===== src/sv/vntp_pkg.sv =====
// shared types and constants for the version name token parser
package vntp_pkg;

  localparam int POSITION_BITS_DEF = 16;
  localparam int OFFSET_BITS = 16;
  localparam int ACCUM_BITS = 32;

  localparam logic [1:0] PH_START = 2'd0;
  localparam logic [1:0] PH_LETTERS = 2'd1;
  localparam logic [1:0] PH_DIGITS = 2'd2;

  localparam logic [2:0] ST_OK = 3'd0;
  localparam logic [2:0] ST_EXP_LETTER = 3'd1;
  localparam logic [2:0] ST_EXP_NUMBER = 3'd2;
  localparam logic [2:0] ST_TOO_LARGE = 3'd3;
  localparam logic [2:0] ST_ZERO_SEG = 3'd4;

  localparam logic [7:0] CHAR_UPPER_A = 8'h41;
  localparam logic [7:0] CHAR_UPPER_Z = 8'h5a;
  localparam logic [7:0] CHAR_LOWER_A = 8'h61;
  localparam logic [7:0] CHAR_LOWER_Z = 8'h7a;
  localparam logic [7:0] CHAR_ZERO = 8'h30;
  localparam logic [7:0] CHAR_NINE = 8'h39;
  localparam logic [7:0] CASE_BIT = 8'h20;
  localparam logic [7:0] LETTER_BIAS = 8'h60;

  localparam logic [31:0] BRANCH_RADIX = 32'd26;
  localparam logic [35:0] DECIMAL_RADIX = 36'd10;

  typedef struct packed {
    logic [7:0] character;
    logic       has_char;
    logic       end_of_text;
  } in_item_t;

  typedef struct packed {
    logic                   segment_valid;
    logic                   branch_present;
    logic [ACCUM_BITS-1:0]  branch_ordinal;
    logic [ACCUM_BITS-1:0]  segment_number;
    logic                   done_res;
    logic [2:0]             status;
    logic [OFFSET_BITS-1:0] error_offset;
  } out_item_t;

  typedef struct packed {
    logic      hit;
    out_item_t item;
  } parse_res_t;

endpackage


===== src/sv/vntp_parser.sv =====
// parse state registers and the per-character next-state and result logic
module vntp_parser
  import vntp_pkg::*;
#(
  parameter int POSITION_BITS = POSITION_BITS_DEF
) (
  input  logic       clk,
  input  logic       rst,
  input  logic       en,
  input  in_item_t   item,
  output parse_res_t res
);

  logic [1:0]               phase, phase_next;
  logic [ACCUM_BITS-1:0]    baccum, baccum_next;
  logic                     bseen, bseen_next;
  logic [ACCUM_BITS-1:0]    naccum, naccum_next;
  logic                     segs, segs_next;
  logic [POSITION_BITS-1:0] cpos, cpos_next;
  logic [2:0]               fcode, fcode_next;
  logic [POSITION_BITS-1:0] fpos, fpos_next;

  logic                     is_upper, is_lower, is_digit;
  logic [7:0]               lc;
  logic [ACCUM_BITS-1:0]    letter_val;
  logic [ACCUM_BITS-1:0]    b_mul;
  logic [35:0]              n_wide;
  logic                     seg_emit;
  logic                     fin_seg;
  logic [2:0]               fin_st;
  logic [POSITION_BITS-1:0] fin_off;
  logic                     root;
  logic [OFFSET_BITS-1:0]   off_sat;

  assign is_upper = (item.character >= CHAR_UPPER_A) && (item.character <= CHAR_UPPER_Z);
  assign is_lower = (item.character >= CHAR_LOWER_A) && (item.character <= CHAR_LOWER_Z);
  assign is_digit = (item.character >= CHAR_ZERO) && (item.character <= CHAR_NINE);
  assign lc = item.character | CASE_BIT;
  assign letter_val = ACCUM_BITS'(lc - LETTER_BIAS);
  assign b_mul = baccum * BRANCH_RADIX;
  assign n_wide = {4'b0, naccum} * DECIMAL_RADIX + 36'(item.character - CHAR_ZERO);

  always_comb begin
    phase_next = phase;
    baccum_next = baccum;
    bseen_next = bseen;
    naccum_next = naccum;
    segs_next = segs;
    cpos_next = cpos;
    fcode_next = fcode;
    fpos_next = fpos;
    seg_emit = 1'b0;
    fin_seg = 1'b0;
    fin_st = ST_OK;
    fin_off = '0;
    root = 1'b0;

    if (item.has_char && fcode == ST_OK) begin
      if (is_upper || is_lower) begin
        if (phase == PH_LETTERS) begin
          baccum_next = b_mul + letter_val;
        end else if (phase == PH_DIGITS && naccum == '0) begin
          fcode_next = ST_ZERO_SEG;
          fpos_next = '0;
        end else begin
          if (phase == PH_DIGITS) begin
            seg_emit = 1'b1;
            segs_next = 1'b1;
          end
          phase_next = PH_LETTERS;
          bseen_next = 1'b1;
          baccum_next = letter_val;
          naccum_next = '0;
        end
      end else if (is_digit) begin
        if (|n_wide[35:32]) begin
          fcode_next = ST_TOO_LARGE;
          fpos_next = '0;
        end else begin
          naccum_next = n_wide[31:0];
          phase_next = PH_DIGITS;
        end
      end else if (phase == PH_DIGITS) begin
        if (naccum == '0) begin
          fcode_next = ST_ZERO_SEG;
          fpos_next = '0;
        end else begin
          fcode_next = ST_EXP_LETTER;
          fpos_next = cpos;
        end
      end else begin
        fcode_next = ST_EXP_NUMBER;
        fpos_next = cpos;
      end
    end

    if (item.has_char && cpos != '1) begin
      cpos_next = cpos + POSITION_BITS'(1);
    end

    if (item.end_of_text) begin
      fin_st = fcode_next;
      fin_off = fpos_next;
      if (fcode_next == ST_OK) begin
        fin_off = '0;
        if (phase_next == PH_LETTERS) begin
          fin_st = ST_EXP_NUMBER;
          fin_off = cpos_next;
        end else if (phase_next == PH_DIGITS) begin
          root = !bseen_next && !segs_next && naccum_next == '0
                 && cpos_next == POSITION_BITS'(1);
          if (!root) begin
            if (naccum_next == '0) begin
              fin_st = ST_ZERO_SEG;
            end else begin
              fin_seg = 1'b1;
            end
          end
        end
      end
    end
  end

  if (POSITION_BITS > OFFSET_BITS) begin : g_sat
    assign off_sat = (|fin_off[POSITION_BITS-1:OFFSET_BITS]) ? '1 : fin_off[OFFSET_BITS-1:0];
  end else begin : g_ext
    assign off_sat = OFFSET_BITS'(fin_off);
  end

  always_comb begin
    res = '0;
    if (item.end_of_text) begin
      res.hit = 1'b1;
      res.item.segment_valid = fin_seg;
      res.item.branch_present = fin_seg && bseen_next;
      res.item.branch_ordinal = (fin_seg && bseen_next) ? baccum_next : '0;
      res.item.segment_number = fin_seg ? naccum_next : '0;
      res.item.done_res = 1'b1;
      res.item.status = fin_st;
      res.item.error_offset = off_sat;
    end else if (seg_emit) begin
      res.hit = 1'b1;
      res.item.segment_valid = 1'b1;
      res.item.branch_present = bseen;
      res.item.branch_ordinal = bseen ? baccum : '0;
      res.item.segment_number = naccum;
    end
  end

  always_ff @(posedge clk) begin
    if (rst) begin
      phase <= PH_START;
      baccum <= '0;
      bseen <= 1'b0;
      naccum <= '0;
      segs <= 1'b0;
      cpos <= '0;
      fcode <= ST_OK;
      fpos <= '0;
    end else if (en) begin
      if (item.end_of_text) begin
        phase <= PH_START;
        baccum <= '0;
        bseen <= 1'b0;
        naccum <= '0;
        segs <= 1'b0;
        cpos <= '0;
        fcode <= ST_OK;
        fpos <= '0;
      end else begin
        phase <= phase_next;
        baccum <= baccum_next;
        bseen <= bseen_next;
        naccum <= naccum_next;
        segs <= segs_next;
        cpos <= cpos_next;
        fcode <= fcode_next;
        fpos <= fpos_next;
      end
    end
  end

endmodule


===== src/sv/version_name_token_parser_top.sv =====
// Version name token parser: takes one character item per cycle while the
// output is not stalled, and returns completed segments and an end-of-text
// result with status. A character is registered on accept and is parsed
// once the output register is free, when its result (if any) is loaded into
// the output register. One item is taken every cycle unless the output
// stalls; while a result waits on a stalled output the parser holds, and the
// input register takes at most one more item before the input stalls.
module version_name_token_parser_top
  import vntp_pkg::*;
#(
  parameter int POSITION_BITS = POSITION_BITS_DEF
) (
  input  logic      clk,
  input  logic      rst,
  input  logic      item_valid,
  output logic      item_stall,
  input  in_item_t  item,
  output logic      result_valid,
  input  logic      result_stall,
  output out_item_t result
);

  logic       held_valid;
  in_item_t   held;
  logic       go;
  parse_res_t res;

  assign go = held_valid && (!result_valid || !result_stall);
  assign item_stall = held_valid && !go;

  vntp_parser #(
    .POSITION_BITS(POSITION_BITS)
  ) u_parser (
    .clk (clk),
    .rst (rst),
    .en  (go),
    .item(held),
    .res (res)
  );

  always_ff @(posedge clk) begin
    if (rst) begin
      held_valid <= 1'b0;
    end else if (item_valid && !item_stall) begin
      held_valid <= 1'b1;
    end else if (go) begin
      held_valid <= 1'b0;
    end
  end

  always_ff @(posedge clk) begin
    if (item_valid && !item_stall) begin
      held <= item;
    end
  end

  always_ff @(posedge clk) begin
    if (rst) begin
      result_valid <= 1'b0;
    end else if (go) begin
      result_valid <= res.hit;
    end else if (result_valid && !result_stall) begin
      result_valid <= 1'b0;
    end
  end

  always_ff @(posedge clk) begin
    if (go && res.hit) begin
      result <= res.item;
    end
  end

endmodule


===== config.mk =====
export PLATFORM = sky130hd
export DESIGN_NAME = version_name_token_parser_top
export DESIGN_NICKNAME = d
export VERILOG_FILES = /design/src/sv/vntp_pkg.sv /design/src/sv/vntp_parser.sv /design/src/sv/version_name_token_parser_top.sv
export SDC_FILE = /design/constraint.sdc
export NUM_CORES = 1
export LEC_CHECK = 0
export BUFFER_PORTS_ARGS = -buffer_cell sky130_fd_sc_hd__buf_2
export CORE_MARGIN = 1
export CORE_UTILIZATION = 35
export CTS_CLUSTER_SIZE = 10
export DETAILED_ROUTE_END_ITERATION = 7
export PLACE_DENSITY = 0.58
export SYNTH_ARGS = -nofsm -noshare
export SYNTH_HDL_FRONTEND = slang
export SYNTH_SLANG_ARGS = --single-unit

===== constraint.sdc =====
create_clock -name clk -period 19.25 [get_ports clk]
set_clock_uncertainty 0.2 [all_clocks]
set_input_delay 2.8875 -clock clk [delete_from_list [all_inputs] [get_ports clk]]
set_output_delay 2.8875 -clock clk [all_outputs]
set_load 0.02 [all_outputs]

# Word level (Yosys, flattened, before mapping)
# Index checks and enable logic that the tools add are counted.
[totals] inputBits=14 out_inout_bits=88 register_bits=201
[op_classes] n_eq_ne=6 n_mux=78 mul=2 magnitude_cmp=6 addsub=5 n_reduce_logical=30
[ops] op="$mux 32" count=15
[ops] op="$mux 16" count=13
[ops] op="$mux 67" count=2
[ops] op="$logic_not 32->1" count=2
[ops] op="$mux 3" count=14
[ops] op="$add 36x36->36" count=1
[ops] op="$mul 32x3->35 const B" count=1
[ops] op="$add 32x32->32" count=1
[ops] op="$mul 32x4->31 const B" count=1
[ops] op="$mux 1" count=26
[ops] op="$mux 20" count=1
[ops] op="$add 16x1->16 const B" count=1
[ops] op="$eq 16x1->1 const B" count=1
[ops] op="$ge 8x7->1 const B" count=2
[ops] op="$le 8x7->1 const B" count=2
[ops] op="$ne 16x16->1 const B" count=1
[ops] op="$logic_and 1x1->1" count=15
[ops] op="$mux 2" count=7
[ops] op="$sub 8x6->9 const B" count=1
[ops] op="$sub 8x7->9 const B" count=1
[ops] op="$ge 8x6->1 const B" count=1
[ops] op="$le 8x6->1 const B" count=1
[ops] op="$logic_not 1->1" count=6
[ops] op="$logic_not 3->1" count=2
[ops] op="other kinds (5)" count=9

# Longest topological paths before layout
[logic_depth] word_depth=19 depth_mapped=30 mapped_depth_nobuf=27

# By module
# Synthesis repeated with hierarchy kept, for this count alone.
[hier_totals] cells_unflattened=1974 hier_area_um2=17050.1
[by_module_without_submodules] mod="vntp_parser" instances=1 cells_per_inst=1866 seq_area_each_um2=2062.0 area_each_um2=14073.5
[by_module_without_submodules] mod="version_name_token_parser_top" instances=1 cells_per_inst=108 seq_area_each_um2=2922.8 area_each_um2=2976.6

# Worst setup path after synthesis
# No wires, ideal clock.
[synth_timing] path_kind="register -> register" from="register u_parser.naccum[1]" to="register result[56] (netlist name), data pin" path_buffers=2 arrival_ns=5.999 period_less_slack_ns=6.470 stages_incl_launch_ff=30 path_slack_ns=12.780 setup_time_ns=0.271 path_cell_list="dfxtp_1 ha_1 ha_1 inv_1 fa_1 nor2b_1 o21ai_0 a21boi_0 o21ai_0 a21boi_0 o2111ai_1 a31oi_1 o21ai_0 a211oi_1 nor2b_1 xnor2_1 ha_1 a21oi_1 o21ai_0 a41oi_1 a211oi_1 or3_1 o21a_1 nor4_2 o2111a_1 buf_2 a21oi_2 o311ai_4 buf_6 o22ai_2"
[synth_lines] item="start, declared" line_no="vntp_parser.sv:17" rtl="logic [ACCUM_BITS-1:0] naccum, naccum_next;"
[synth_lines] item="start signal, assigned" line_no="vntp_parser.sv:174" rtl="naccum <= naccum_next;"
[synth_lines] item="end signal, assigned" line_no="version_name_token_parser_top.sv:69" rtl="result <= res.item;"
[synth_lines] item="end, declared" line_no="version_name_token_parser_top.sv:20" rtl="output out_item_t result"

==> out/results.ini <==
[status]
outcome = finished clean

[layout]
layout-drive-gt1-share = 0.101
antenna_cells = 0
nets = 2461
syn_to_final_growth_pct = 11.1
layoutNonFillerInstCount = 2921

[logic_synthesis]
synthFlopType = dfxtp_1
ys_ff_latch = 201
yosys-top-cells-area = edfxtp_1 (16%), ha_1 (13%), dfxtp_1 (12%), a21oi_1 (5.7%), o21ai_0 (4.1%)
yosysSeqAreaShare = 0.279
syn_inst = 2167
synth_fp_nets = 2400
synth_most_common_cell = a21oi_1
synth_edf_count = 96
yosys.area.top_type = edfxtp_1
synth_cell_types = 85
netlist_top_cells_count = a21oi_1 (202), inv_1 (195), nand2_1 (193)
synthesis.area_sq_um = 17800
synthArstFlopShare = 0
ys_warn_count = 0
synth.avg_cell_area_sq_um = 8.23
synth_top_area_share = 0.162

[die]
die_area_sq_um = 51900
core_sq_um = 50200
ios = 102
fp-row-count = 82
dieWidth_um = 228
die_h_um = 228
start_util = 0.356

[setup_path]
crit_type = flip-flop to flip-flop
timing.rr.start = u_parser.naccum[1]
slowest_delay_ns = 0.62
cpMaxStageDelayCell = o21a_1
end_kind = flip-flop
r2r_slack_ns = 11.16
reg2reg_to = result[52]
cp_data_arrival_time_ns = 8.30
cp_common_cell = o21ai_0
worstRegToRegCells = 29
worstPathRequired_ns = 19.46
cp-start-kind = flip-flop
crit_fanout = 33

[clocking]
cts_sinks = 201
root_buffer = clkbuf_16
cts_tree = yes
clk-insertion-delay-late_ns = 0.57
clockBufferDepth = 3
cts.reportedPaths.clkPinSlew_ns = 0.06
h-tree-depth = 1
hold_buffers = 0
cts_buffers = 27
post_cts_resized = 0
cts_setup_buffers = 0

[sta]
post-route-period-util = 0.420
hold_viol_final = 0
drv_slew = 0
holdWs_ns = 0.256
max_freq_mhz = 124
relSlewSlack = 0.182
rsz0062_at_grt = no
fin_setup_tns_ns = 0
fin_crit_ns = 8.09
tightest_slew_ns = 1.21
setup_violations = 0

[power_and_ir_drop]
cellPowerDensity_nw_per_um2 = 52.6
p_comb_frac = 0.102
p_switching_mw = 0.281
ir_worst_vdd_mv = 0.0572
seqPwrFrac = 0.437
pwr-share-clk = 0.460
total_power_mw = 1.04
power.leakage_nw = 8.49
p_sw_frac = 0.269
p_int_mw = 0.762

[hold_path]
hp-start = u_parser.fpos[1]
hold_path.class = flip-flop to flip-flop
min_path_cells = 2
holdPathEnd = u_parser.fpos[1]

[routing]
ant_nets = 0
wl_per_cell_um = 19.1
route.vias.total = 16600
dr.pass1.iters = 5
via_per_inst = 5.68
first_iter_violations = 1170
wirelength_um = 55700
drc = 0

[run]
maxCapViolCount = 0

[global_routing]
antenna_found_initial = 0
grt_pass1_vias = 15800
grt_max_degree = 88
grt_use_total = 0.207
overflow = 0
grt_pass1_wl_um = 86600

[placement]
dp.cells = 2871
place.detailed.hpwl_um = 41200
numPortBuffers = 101
gp_congestion = 0.921

==> layout by cell type, fill, tap and decap left out, drive strengths merged, types with 9 or more instances in the layout <==
cell type and n:
a22oi 20, nand3 39, a21oi 206, nand4 23
nor2b 21, a211o 11, clkbuf 43, o21ai 156
buf 122, and2 17, or3 25, or2 10
a211oi 22, o211ai 16, a31oi 15, o31ai 9
xor2 36, a21boi 11, inv 197, nor3 64
fa 30, dfxtp 105, nor4 21, ha 189
o21bai 12, xnor2 65, nor3b 11, nand2 193
o221ai 11, o311ai 10, and3 29, nor2 168
o21a 20, edfxtp 96, nand2b 23, o22ai 57
a21o 38
==> final cells by class <==
cell class,instances,area (sq um)
Inverter,196,738
Timing Repair Buffer,122,663
Fill cell,5082,30400
Sequential cell,201,4980
Clock inverter,7,46.3
Clock buffer,43,786
Multi-Input combinational cell,1680,11800
Tap cell,672,841
==> through the flow <==
stage,utilization,instance area (sq um),setup slack (ns)
floorplan,-,17800,12.78
global placement,0.378,19000,11.31
detailed placement,0.378,19000,11.32
CTS,0.395,19800,11.27
global route,0.395,19800,10.47
finish,0.395,19800,11.16
==> power groups by stage <==
stage / clock [mW] / combinational, mW / sequential (mW)
finish: 0.480 / 0.107 / 0.456
global route: 0.503 / 0.116 / 0.456
CTS: 0.488 / 0.106 / 0.456
detailed placement: 0 / 0.105 / 0.465
global placement: 0 / 0.104 / 0.465
floorplan: 0 / 0.0705 / 0.466
==> worst max-delay path, delay by kind of cell, from the launching register on <==
family	cells	cell delay (ns)
xor+xnor	1	0.15
fa+ha+maj	4	1.34
simple gates	4	0.91
flops	1	0.38
buf+inv	3	0.77
compound gates	17	4.12
==> state kept, by name, indices dropped and copies added (netlist names) <==
register	cells
result	86
u_parser.baccum	32
u_parser.naccum	32
u_parser.cpos	16
u_parser.fpos	16
held	10
u_parser.fcode	3
u_parser.phase	2
held_valid	1
result_valid	1
u_parser.bseen	1
u_parser.segs	1
==> cell families (layout without fill, tap and decap cells) <==
| logic type | count (synthesis) | after routing | share of synthesized area |
|---|---|---|---|
| mux | 5 | 5 | 0.00281 |
| xor+xnor | 101 | 101 | 0.0496 |
| buf+inv | 286 | 368 | 0.0621 |
| flops | 201 | 201 | 0.279 |
| compound gates | 688 | 688 | 0.257 |
| simple gates | 667 | 667 | 0.183 |
| fa+ha+maj | 219 | 219 | 0.166 |
==> per-layer routing <==
layer,vias up,global-route usage,share of wire
li1,8015,-,-
met1,7977,0.275,0.46
met2,501,0.347,0.46
met3,93,0.0243,0.049
met4,0,0.0690,0.030
met5,-,0,0
==> worst max-delay path by stage <==
stage | start | to | slack (ns)
4_1_cts | u_parser.naccum[1] | result[52] | 11.27
2_1_floorplan | u_parser.naccum[1] | result[56] | 12.78
6_report | u_parser.naccum[1] | result[52] | 11.16
3_5_place_dp | u_parser.naccum[1] | result[52] | 11.32
5_1_grt | u_parser.naccum[1] | result[82] | 10.47
3_3_place_gp | u_parser.naccum[1] | result[52] | 11.31
Power figures use the tool's default switching activity.
